File: config.mk
export PLATFORM = sky130hd
export DESIGN_NAME = ofpte_div
export DESIGN_NICKNAME = d
export VERILOG_FILES = /design/src/design/assert_macros.svh /design/src/design/ofpte_pkg.sv /design/src/design/ofpte_div.sv
export SDC_FILE = /design/constraint.sdc
export NUM_CORES = 2
export LEC_CHECK = 0
export ABC_AREA = 1
export BUFFER_PORTS_ARGS = -buffer_cell sky130_fd_sc_hd__buf_2
export CAP_MARGIN = 20
export CELL_PAD_IN_SITES_DETAIL_PLACEMENT = 0
export CELL_PAD_IN_SITES_GLOBAL_PLACEMENT = 2
export CORE_MARGIN = 2
export CORE_UTILIZATION = 32
export CTS_CLUSTER_SIZE = 14
export DETAILED_ROUTE_END_ITERATION = 8
export GPL_TIMING_DRIVEN = 0
export PLACE_DENSITY_LB_ADDON = 0.1
export SLEW_MARGIN = 10
export SYNTH_ARGS = -nofsm -noshare
export SYNTH_HDL_FRONTEND = slang
export SYNTH_SLANG_ARGS = --single-unit
File: constraint.sdc
create_clock -name clk -period 2.25 [get_ports clk]
set_input_delay 0.225 -clock clk [delete_from_list [all_inputs] [get_ports clk]]
set_output_delay 0.225 -clock clk [all_outputs]
set_load 0.005 [all_outputs]
File: src/design/assert_macros.svh
// Assertion macros shared by the equalizer RTL.
// Depends on a clock named clk and an active-low reset named arst_n in the including scope.
`ifndef ASSERT_MACROS_SVH
`define ASSERT_MACROS_SVH

`ifndef NO_ASSERTIONS

// Check a property on every clock edge outside reset
`define OFPTE_ASSERT(lbl, prop, msg) \
	lbl: assert property (@(posedge clk) disable iff (!arst_n) prop) else $error(msg);

// Check that a condition implies another in the next cycle
`define OFPTE_ASSERT_NEXT(lbl, ante, cons, msg) \
	lbl: assert property (@(posedge clk) disable iff (!arst_n) ante |=> cons) else $error(msg);

`else

`define OFPTE_ASSERT(lbl, prop, msg)
`define OFPTE_ASSERT_NEXT(lbl, ante, cons, msg)

`endif

`endif

File: src/design/ofpte_pkg.sv
// Shared types and constants of the pilot tap equalizer.
// No dependencies; used by ofpte_div and ofdm_pilot_tap_equalizer_unit.
`timescale 1ns / 1ps
`default_nettype none

package ofpte_pkg;

	// Field widths
	localparam int SAMPLE_W   = 16;
	localparam int FRAC_BITS  = 11;
	localparam int CARRIER_W  = 6;
	localparam int SET_IDX_W  = 2;
	localparam int NSETS_W    = 3;
	localparam int OFFSET_W   = 7;
	localparam int CFG_IDX_W  = 2;
	localparam int CFG_DATA_W = 64;

	// Datapath widths
	localparam int PROD_W  = 2 * SAMPLE_W;
	localparam int SUM_W   = PROD_W + 1;
	localparam int MAG_W   = SUM_W + FRAC_BITS;
	localparam int DIV_W   = 3 * SAMPLE_W + 1;
	localparam int DIV_LAT = SAMPLE_W + 2;

	// Opcodes
	localparam logic [1:0] OP_LOAD_TAP   = 2'd0;
	localparam logic [1:0] OP_LOAD_PILOT = 2'd1;
	localparam logic [1:0] OP_EQUALIZE   = 2'd2;

	// Register indexes
	localparam logic [CFG_IDX_W-1:0] CFG_OCC_MASK = 2'd0;
	localparam logic [CFG_IDX_W-1:0] CFG_NUM_SETS = 2'd1;
	localparam logic [CFG_IDX_W-1:0] CFG_OFFSET   = 2'd2;

	typedef logic signed [SAMPLE_W-1:0] sample_t;

	typedef struct packed {
		sample_t re;
		sample_t im;
	} cplx_t;

	typedef struct packed {
		logic [1:0]           opcode;
		logic [CARRIER_W-1:0] carrier_index;
		logic [SET_IDX_W-1:0] set_index;
		logic                 is_pilot;
		sample_t              sample_re;
		sample_t              sample_im;
	} in_item_t;

	typedef struct packed {
		logic [CARRIER_W-1:0] out_carrier;
		sample_t              out_re;
		sample_t              out_im;
		logic                 was_pilot;
		logic                 div_by_zero;
	} out_item_t;

	// One part of a complex division, sign and magnitude form
	typedef struct packed {
		logic [MAG_W-1:0]  mag;
		logic [PROD_W-1:0] den;
		logic              neg;
		logic              nz;
	} div_in_t;

	// Control and payload that travel beside the arithmetic
	typedef struct packed {
		logic                 op_tap;
		logic                 op_eq;
		logic [CARRIER_W-1:0] carrier;
		cplx_t                x;
		logic                 eq_div;
		logic                 pilot;
		cplx_t                sym;
		logic                 zero;
		logic                 rsv;
	} side_t;

endpackage

`default_nettype wire

File: src/design/ofpte_div.sv
// Pipelined restoring divider for one part of the complex quotient, one quotient bit per stage.
// Depends on ofpte_pkg; input register, one register per quotient bit, then output register; one operand per cycle.
`timescale 1ns / 1ps
`default_nettype none

module ofpte_div (
	input  logic                clk,
	input  ofpte_pkg::div_in_t  din,
	output ofpte_pkg::sample_t  quo
);

	localparam int QB = ofpte_pkg::SAMPLE_W;
	localparam int W  = ofpte_pkg::DIV_W;

	logic [W-1:0]                 rem_q [QB+1];
	logic [ofpte_pkg::PROD_W-1:0] den_q [QB+1];
	logic [QB-1:0]                q_q   [QB+1];
	logic                         ovf_q [QB+1];
	logic                         neg_q [QB+1];
	logic                         nz_q  [QB+1];

	// Register the operands and flag quotients that cannot fit the quotient bits at all
	always_ff @(posedge clk) begin
		rem_q[0] <= W'(din.mag);
		den_q[0] <= din.den;
		q_q[0]   <= '0;
		ovf_q[0] <= W'(din.mag) >= (W'(din.den) << QB);
		neg_q[0] <= din.neg;
		nz_q[0]  <= din.nz;
	end

	// One compare and subtract per stage, most significant bit first
	for (genvar i = 1; i <= QB; i++) begin : g_bit
		localparam int J = QB - i;
		logic [W-1:0] dsh;
		logic         take;

		assign dsh  = W'(den_q[i-1]) << J;
		assign take = rem_q[i-1] >= dsh;

		always_ff @(posedge clk) begin
			rem_q[i] <= take ? rem_q[i-1] - dsh : rem_q[i-1];
			den_q[i] <= den_q[i-1];
			q_q[i]   <= q_q[i-1] | (QB'(take) << J);
			ovf_q[i] <= ovf_q[i-1];
			neg_q[i] <= neg_q[i-1];
			nz_q[i]  <= nz_q[i-1];
		end
	end

	// Apply sign and saturate
	localparam ofpte_pkg::sample_t MAX_V = {1'b0, {(QB-1){1'b1}}};
	localparam ofpte_pkg::sample_t MIN_V = {1'b1, {(QB-1){1'b0}}};

	ofpte_pkg::sample_t mag_v;
	ofpte_pkg::sample_t res_v;

	assign mag_v = {1'b0, q_q[QB][QB-2:0]};

	always_comb begin
		if (!nz_q[QB]) begin
			res_v = '0;
		end else if (ovf_q[QB] || q_q[QB][QB-1]) begin
			res_v = neg_q[QB] ? MIN_V : MAX_V;
		end else begin
			res_v = neg_q[QB] ? -mag_v : mag_v;
		end
	end

	always_ff @(posedge clk) begin
		quo <= res_v;
	end

endmodule

`default_nettype wire

* Word level (Yosys, flattened, before mapping)
Memories as Yosys holds them, arrays and structs flattened. Cells that the tools add are included.
Cells by class: add/subtract/negate cells 17, muxes and demuxes 19, bitwise gates (word level) 16, magnitude comparators 17, reduce and logical (&&, ||, !) cells 1
Operator list (count):
- two-way mux 49 bit | 16
- greater-or-equal comparator 49 x 32 -> 1 bit | 1
- greater-or-equal comparator 49 x 33 -> 1 bit | 1
- greater-or-equal comparator 49 x 34 -> 1 bit | 1
- greater-or-equal comparator 49 x 35 -> 1 bit | 1
- greater-or-equal comparator 49 x 36 -> 1 bit | 1
- greater-or-equal comparator 49 x 37 -> 1 bit | 1
- greater-or-equal comparator 49 x 38 -> 1 bit | 1
- greater-or-equal comparator 49 x 39 -> 1 bit | 1
- greater-or-equal comparator 49 x 40 -> 1 bit | 1
- greater-or-equal comparator 49 x 41 -> 1 bit | 1
- greater-or-equal comparator 49 x 42 -> 1 bit | 1
- greater-or-equal comparator 49 x 43 -> 1 bit | 1
- greater-or-equal comparator 49 x 44 -> 1 bit | 1
- greater-or-equal comparator 49 x 45 -> 1 bit | 1
- greater-or-equal comparator 49 x 46 -> 1 bit | 1
- greater-or-equal comparator 49 x 47 -> 1 bit | 1
- subtractor 49 x 32 -> 49 bit | 1
- subtractor 49 x 33 -> 49 bit | 1
- subtractor 49 x 34 -> 49 bit | 1
- subtractor 49 x 35 -> 49 bit | 1
- subtractor 49 x 36 -> 49 bit | 1
- subtractor 49 x 37 -> 49 bit | 1
- subtractor 49 x 38 -> 49 bit | 1
- other kinds (29) | 31
Word-level totals: bits in writable memories 1700, input bits 79, flip-flop bits (word level) 16, memories kept 6, word-level logic and storage cells 77
Memory list:
- rem_q | words 17, width 49, rd ports 16, clocked after Yosys merged registers in 0, write ports 17, line ofpte_div.sv:15 | logic [W-1:0] rem_q [QB+1];
- den_q | words 17, width 32, rd ports 16, clocked after Yosys merged registers in 0, write ports 17, line ofpte_div.sv:16 | logic [ofpte_pkg::PROD_W-1:0] den_q [QB+1];
- q_q | words 17, width 16, rd ports 17, clocked after Yosys merged registers in 0, write ports 17, line ofpte_div.sv:17 | logic [QB-1:0] q_q [QB+1];
- neg_q | words 17, width 1, rd ports 17, clocked after Yosys merged registers in 0, write ports 17, line ofpte_div.sv:19 | logic neg_q [QB+1];
- nz_q | words 17, width 1, rd ports 17, clocked after Yosys merged registers in 0, write ports 17, line ofpte_div.sv:20 | logic nz_q [QB+1];
- ovf_q | words 17, width 1, rd ports 17, clocked after Yosys merged registers in 0, write ports 17, line ofpte_div.sv:18 | logic ovf_q [QB+1];

* Longest topological paths before layout
An unclocked memory read counts as a cell.
depth after elaboration 4, gate-level depth with buffers 18, gate-level depth less buffers 16

* Worst setup path after synthesis
Ideal clock, no wire load.
path kind register -> register, from mem rem_q[0][687] (netlist bit), to mem rem_q[0][739] (netlist bit), data required time 2181 ps, arrival 2098 ps, setup slack 83 ps, stages on the path, launching flop included 17, period minus slack after synthesis 2167 ps, setup time 69 ps, path buffers 1, cells stage by stage dfxtp_1 -> inv_1 -> ha_1 -> inv_1 -> fa_1 -> nand3_1 -> nand3_1 -> nand2_1 -> nand2_1 -> nand2_1 -> nand2_2 -> nand2_2 -> nand2_2 -> nor2_8 -> buf_4 -> nand2_1 -> o21ai_1
RTL lines (line):
- from (decl) | ofpte_div.sv:15

==> flow_summary.toml <==
[cells_and_area]
num-fill-cells = 28200
fin_cells = 18800
fin_nets = 15700
syn_to_final_growth_pct = 39.8
drive_gt1_share_pct = 26.9
final_cell_area_sq_um = 122000
ff_latch_area_sq_um = 30900
multi_input_area_sq_um = 59800

[floorplanning]
dieWidth_um = 527
die_y_um = 527
core-area_sq_um = 271000
start_util_pct = 32.2
io_pins = 95
row_count = 191
dieArea_sq_um = 278000

[critical_path]
crit_type = "reg -> reg"
r2r_end = "rem_q[0][728]$_DFF_P_"
critPathBufInv = 4
max_stage_delay_ns = 0.38
worstSetupEndpointType = "register"
path_cells = "inv_1, ha_1, inv_1, nor4_4, nand4_1, nor3_2, nor2_4, buf_12, buf_16, a21oi_4"
cp-startpoint = "rem_q[0][639]$_DFF_P_"
crit-reg2reg-launch = "rem_q[0][639]$_DFF_P_"
path_depth = 10
crit_required_ns = 3.00
cp-start-kind = "register"
ff2ff_setup_slack_ns = -0.25
timing.critical_path.to = "rem_q[0][728]$_DFF_P_"
critPathSlowestCell = "nand4_1"
arrival_ns = 3.25
r2r_cells = 10
critical_path.top_delay_family = "simple AND/OR/NAND/NOR gates"
worstPathMaxFanout = 8
critPathMostFrequentCell = "inv_1"

[logic_synthesis]
synth_edf_count = 0
avgSynthCellArea_sq_um = 6.25
synth-simple-area-share_pct = 37.3
synth_mux_area_share_pct = 0
synthMostInstantiatedCell = "nand2_1"
netlist_area_sq_um = 87500
netlist_instances = 14000
synthFlopType = "dfxtp_1"
synth_xor_area_share_pct = 2.67
yosys_warnings = 0
netlist_top_cells_count = "nand2_1 (5644), inv_1 (2847), dfxtp_1 (1494)"
synthTopCellsByArea = "dfxtp_1 (34%), nand2_1 (24%), inv_1 (12%), ha_1 (7.7%), nor2_1 (4.6%)"
synth-seq-area-share_pct = 34.2
synthDistinctLibCells = 52
yosysTopAreaCellShare_pct = 34.2
synthAdderAreaFrac_pct = 8.04
syn_nets = 14600
async_reset_ff_share_pct = 0
synth_top_family_by_area = "simple AND/OR/NAND/NOR gates"
netlist.top_cell.by_area = "dfxtp_1"
ys_seq_elements = 1494
synth_compound_area_share_pct = 4.27

[pwr]
clkPwrFrac_pct = 17.8
power-per-cell-area_nw_per_um2 = 1370
total_power_mw = 168
max-vdd-ir-drop_uv = 640
leakage_nw = 62.1
p_sw_share_pct = 47.9
p_comb_share_pct = 56.8
cell_internal_pwr_mw = 87.6
pwr-share-seq_pct = 25.4
netSwitchingPower_mw = 80.5

[global_route]
overflow = 0
grt_first_pass_wirelength_um = 548000
grt_pass1_vias = 82200
antenna_found_initial = 26
grt_max_degree = 15
grt_usage_pct = 26.7

[clock_tree]
cts_buffer_depth = 4
path_clk_slew_ns = 0.06
htree_levels = 4
cts_tree = "built"
clock_latency_ns = 0.89
clock-sinks = 1494
numCtsBuffers = 175
cts_root_buffer = "clkbuf_16"

[run_status]
status = "finished with violations"
failed_checks = "negative setup slack"

[place]
globalplace.congestion = 0.951
post-dp-hpwl_um = 324000
port_buffers = 94
dp.cells = 17700
dpl_cell_area_sq_um = 92400

[drt]
ant_nets = 0
routedWlPerCell_um = 21.0
drt-vias-per-instance = 4.67
wl_met1_um = 190000
firstDrtPassIters = 6
wl_met3_um = 17500
drc = 0
drtIter0Drc = 5842
dr_wl_met2_um = 175000
via_count = 87600
highest_layer = "met4"
wl_um = 395000

[sta]
fin_ws_ns = -0.250
worstMarginPinSlew_ns = 0.947
setup_viol = 209
rsz0062_at_grt = "yes"
period_needed_ns = 2.50
max_freq_mhz = 400
fin_tns_setup_ns = -19.96
clock_skew_ns = 0.0793
slew_headroom_pct = 36.3
maxSlewViolCount = 0
hold_violations = 0
period_share_pct = 111

[hold_path]
holdPathStages = 2
hold_path_class = "in -> reg"

[flow_run]
drv_cap = 0
## worst reg2reg max path, stage by stage (launching register included)
cell	delay [ns]
dfxtp_4	0.37
inv_1	0.04
ha_1	0.28
inv_1	0.08
nor4_4	0.36
nand4_1	0.38
nor3_2	0.30
nor2_4	0.08
buf_12	0.16
buf_16	0.16
a21oi_4	0.21
## power groups by stage
stage	Combinational [mW]	Sequential, mW	Clock [mW]
after floorplan	48.3	36.4	0
after global placement	71.5	41.0	0
after detailed placement	71.2	40.9	0
after CTS	78.4	41.1	30.7
after global routing	105	43.0	31.8
final	95.6	42.6	29.9
## state kept, by name (all words and copies together) (netlist names)
signal and flops:
neg_q 17, q_q 136, ovf_q 17, den_q 512
rem_q 779, nz_q 17, quo 16
## worst min-delay path by stage
stage / startpoint / endpoint / slack, ns
after CTS: din[26] / den_q[0][24]$_DFF_P_ / 0.002
after detailed placement: nz_q[0][5]$_DFF_P_ / nz_q[0][6]$_DFF_P_ / 0.31
final: din[29] / den_q[0][27]$_DFF_P_ / 0.07
after global routing: din[29] / den_q[0][27]$_DFF_P_ / 0.04
after floorplan: din[2] / den_q[0][0]$_DFF_P_ / 0.25
after global placement: neg_q[0][14]$_DFF_P_ / neg_q[0][15]$_DFF_P_ / 0.31
## layout make-up
| type | count | share of cell area, % |
|---|---|---|
| Buffer | 102 | 1.40 |
| Antenna cell | 7 | 0.0143 |
| Timing Repair Buffer | 882 | 6.85 |
| Clock inverter | 86 | 1.02 |
| Sequential cell | 1494 | 25.2 |
| Inverter | 2892 | 9.02 |
| Timing Repair inverter | 2 | 0.0133 |
| Multi-Input combinational cell | 9516 | 48.9 |
| Tap cell | 3570 | 3.65 |
| Clock buffer | 221 | 3.94 |
## layout by cell type (no fill, tap or decap), types with 285 or more instances in the layout
cell type  count
nand2_1     4595
inv_1       2665
dfxtp_1     1052
nor2_1       823
nand2_2      738
nand3_1      520
buf_4        504
ha_4         429
a21oi_1      334
nand2_4      331
dfxtp_2      285
## through the flow
step	setup WS, ns	hold WS [ns]	util, %
finish	-0.250	0.0715	45.1
global route	-0.247	0.0376	45.1
global placement	-1.28	0.310	34.1
CTS	-0.243	0.00185	39.4
detailed placement	-1.32	0.312	34.1
floorplan	0.0832	0.253	-
## layer usage
| metal | GRT usage (%) | vias to the layer above |
|---|---|---|
| li1 | - | 44300 |
| met1 | 37.8 | 40900 |
| met2 | 42.8 | 2003 |
| met3 | 2.71 | 449 |
| met4 | 7.72 | 0 |
| met5 | 0 | - |
## what timing repair did
item                                     CTS  global route
resized for setup                       1321          2801
hold endpoints to repair                  79             0
setup buffers                            140           449
hold buffers                             144             0
endpoints found under the setup margin   630           627
pin swaps                                125           603
cloned                                    17            49
## cells by family after synthesis
| kind of cell | after synthesis |
|---|---|
| adder cells (fa/ha/maj) | 553 |
| buffers and inverters | 3002 |
| flip-flops | 1494 |
| AND/OR/NAND/NOR | 8015 |
| AO/OA/AOI/OAI | 678 |
| XOR/XNOR | 267 |
(Power assumes the default switching activity.)
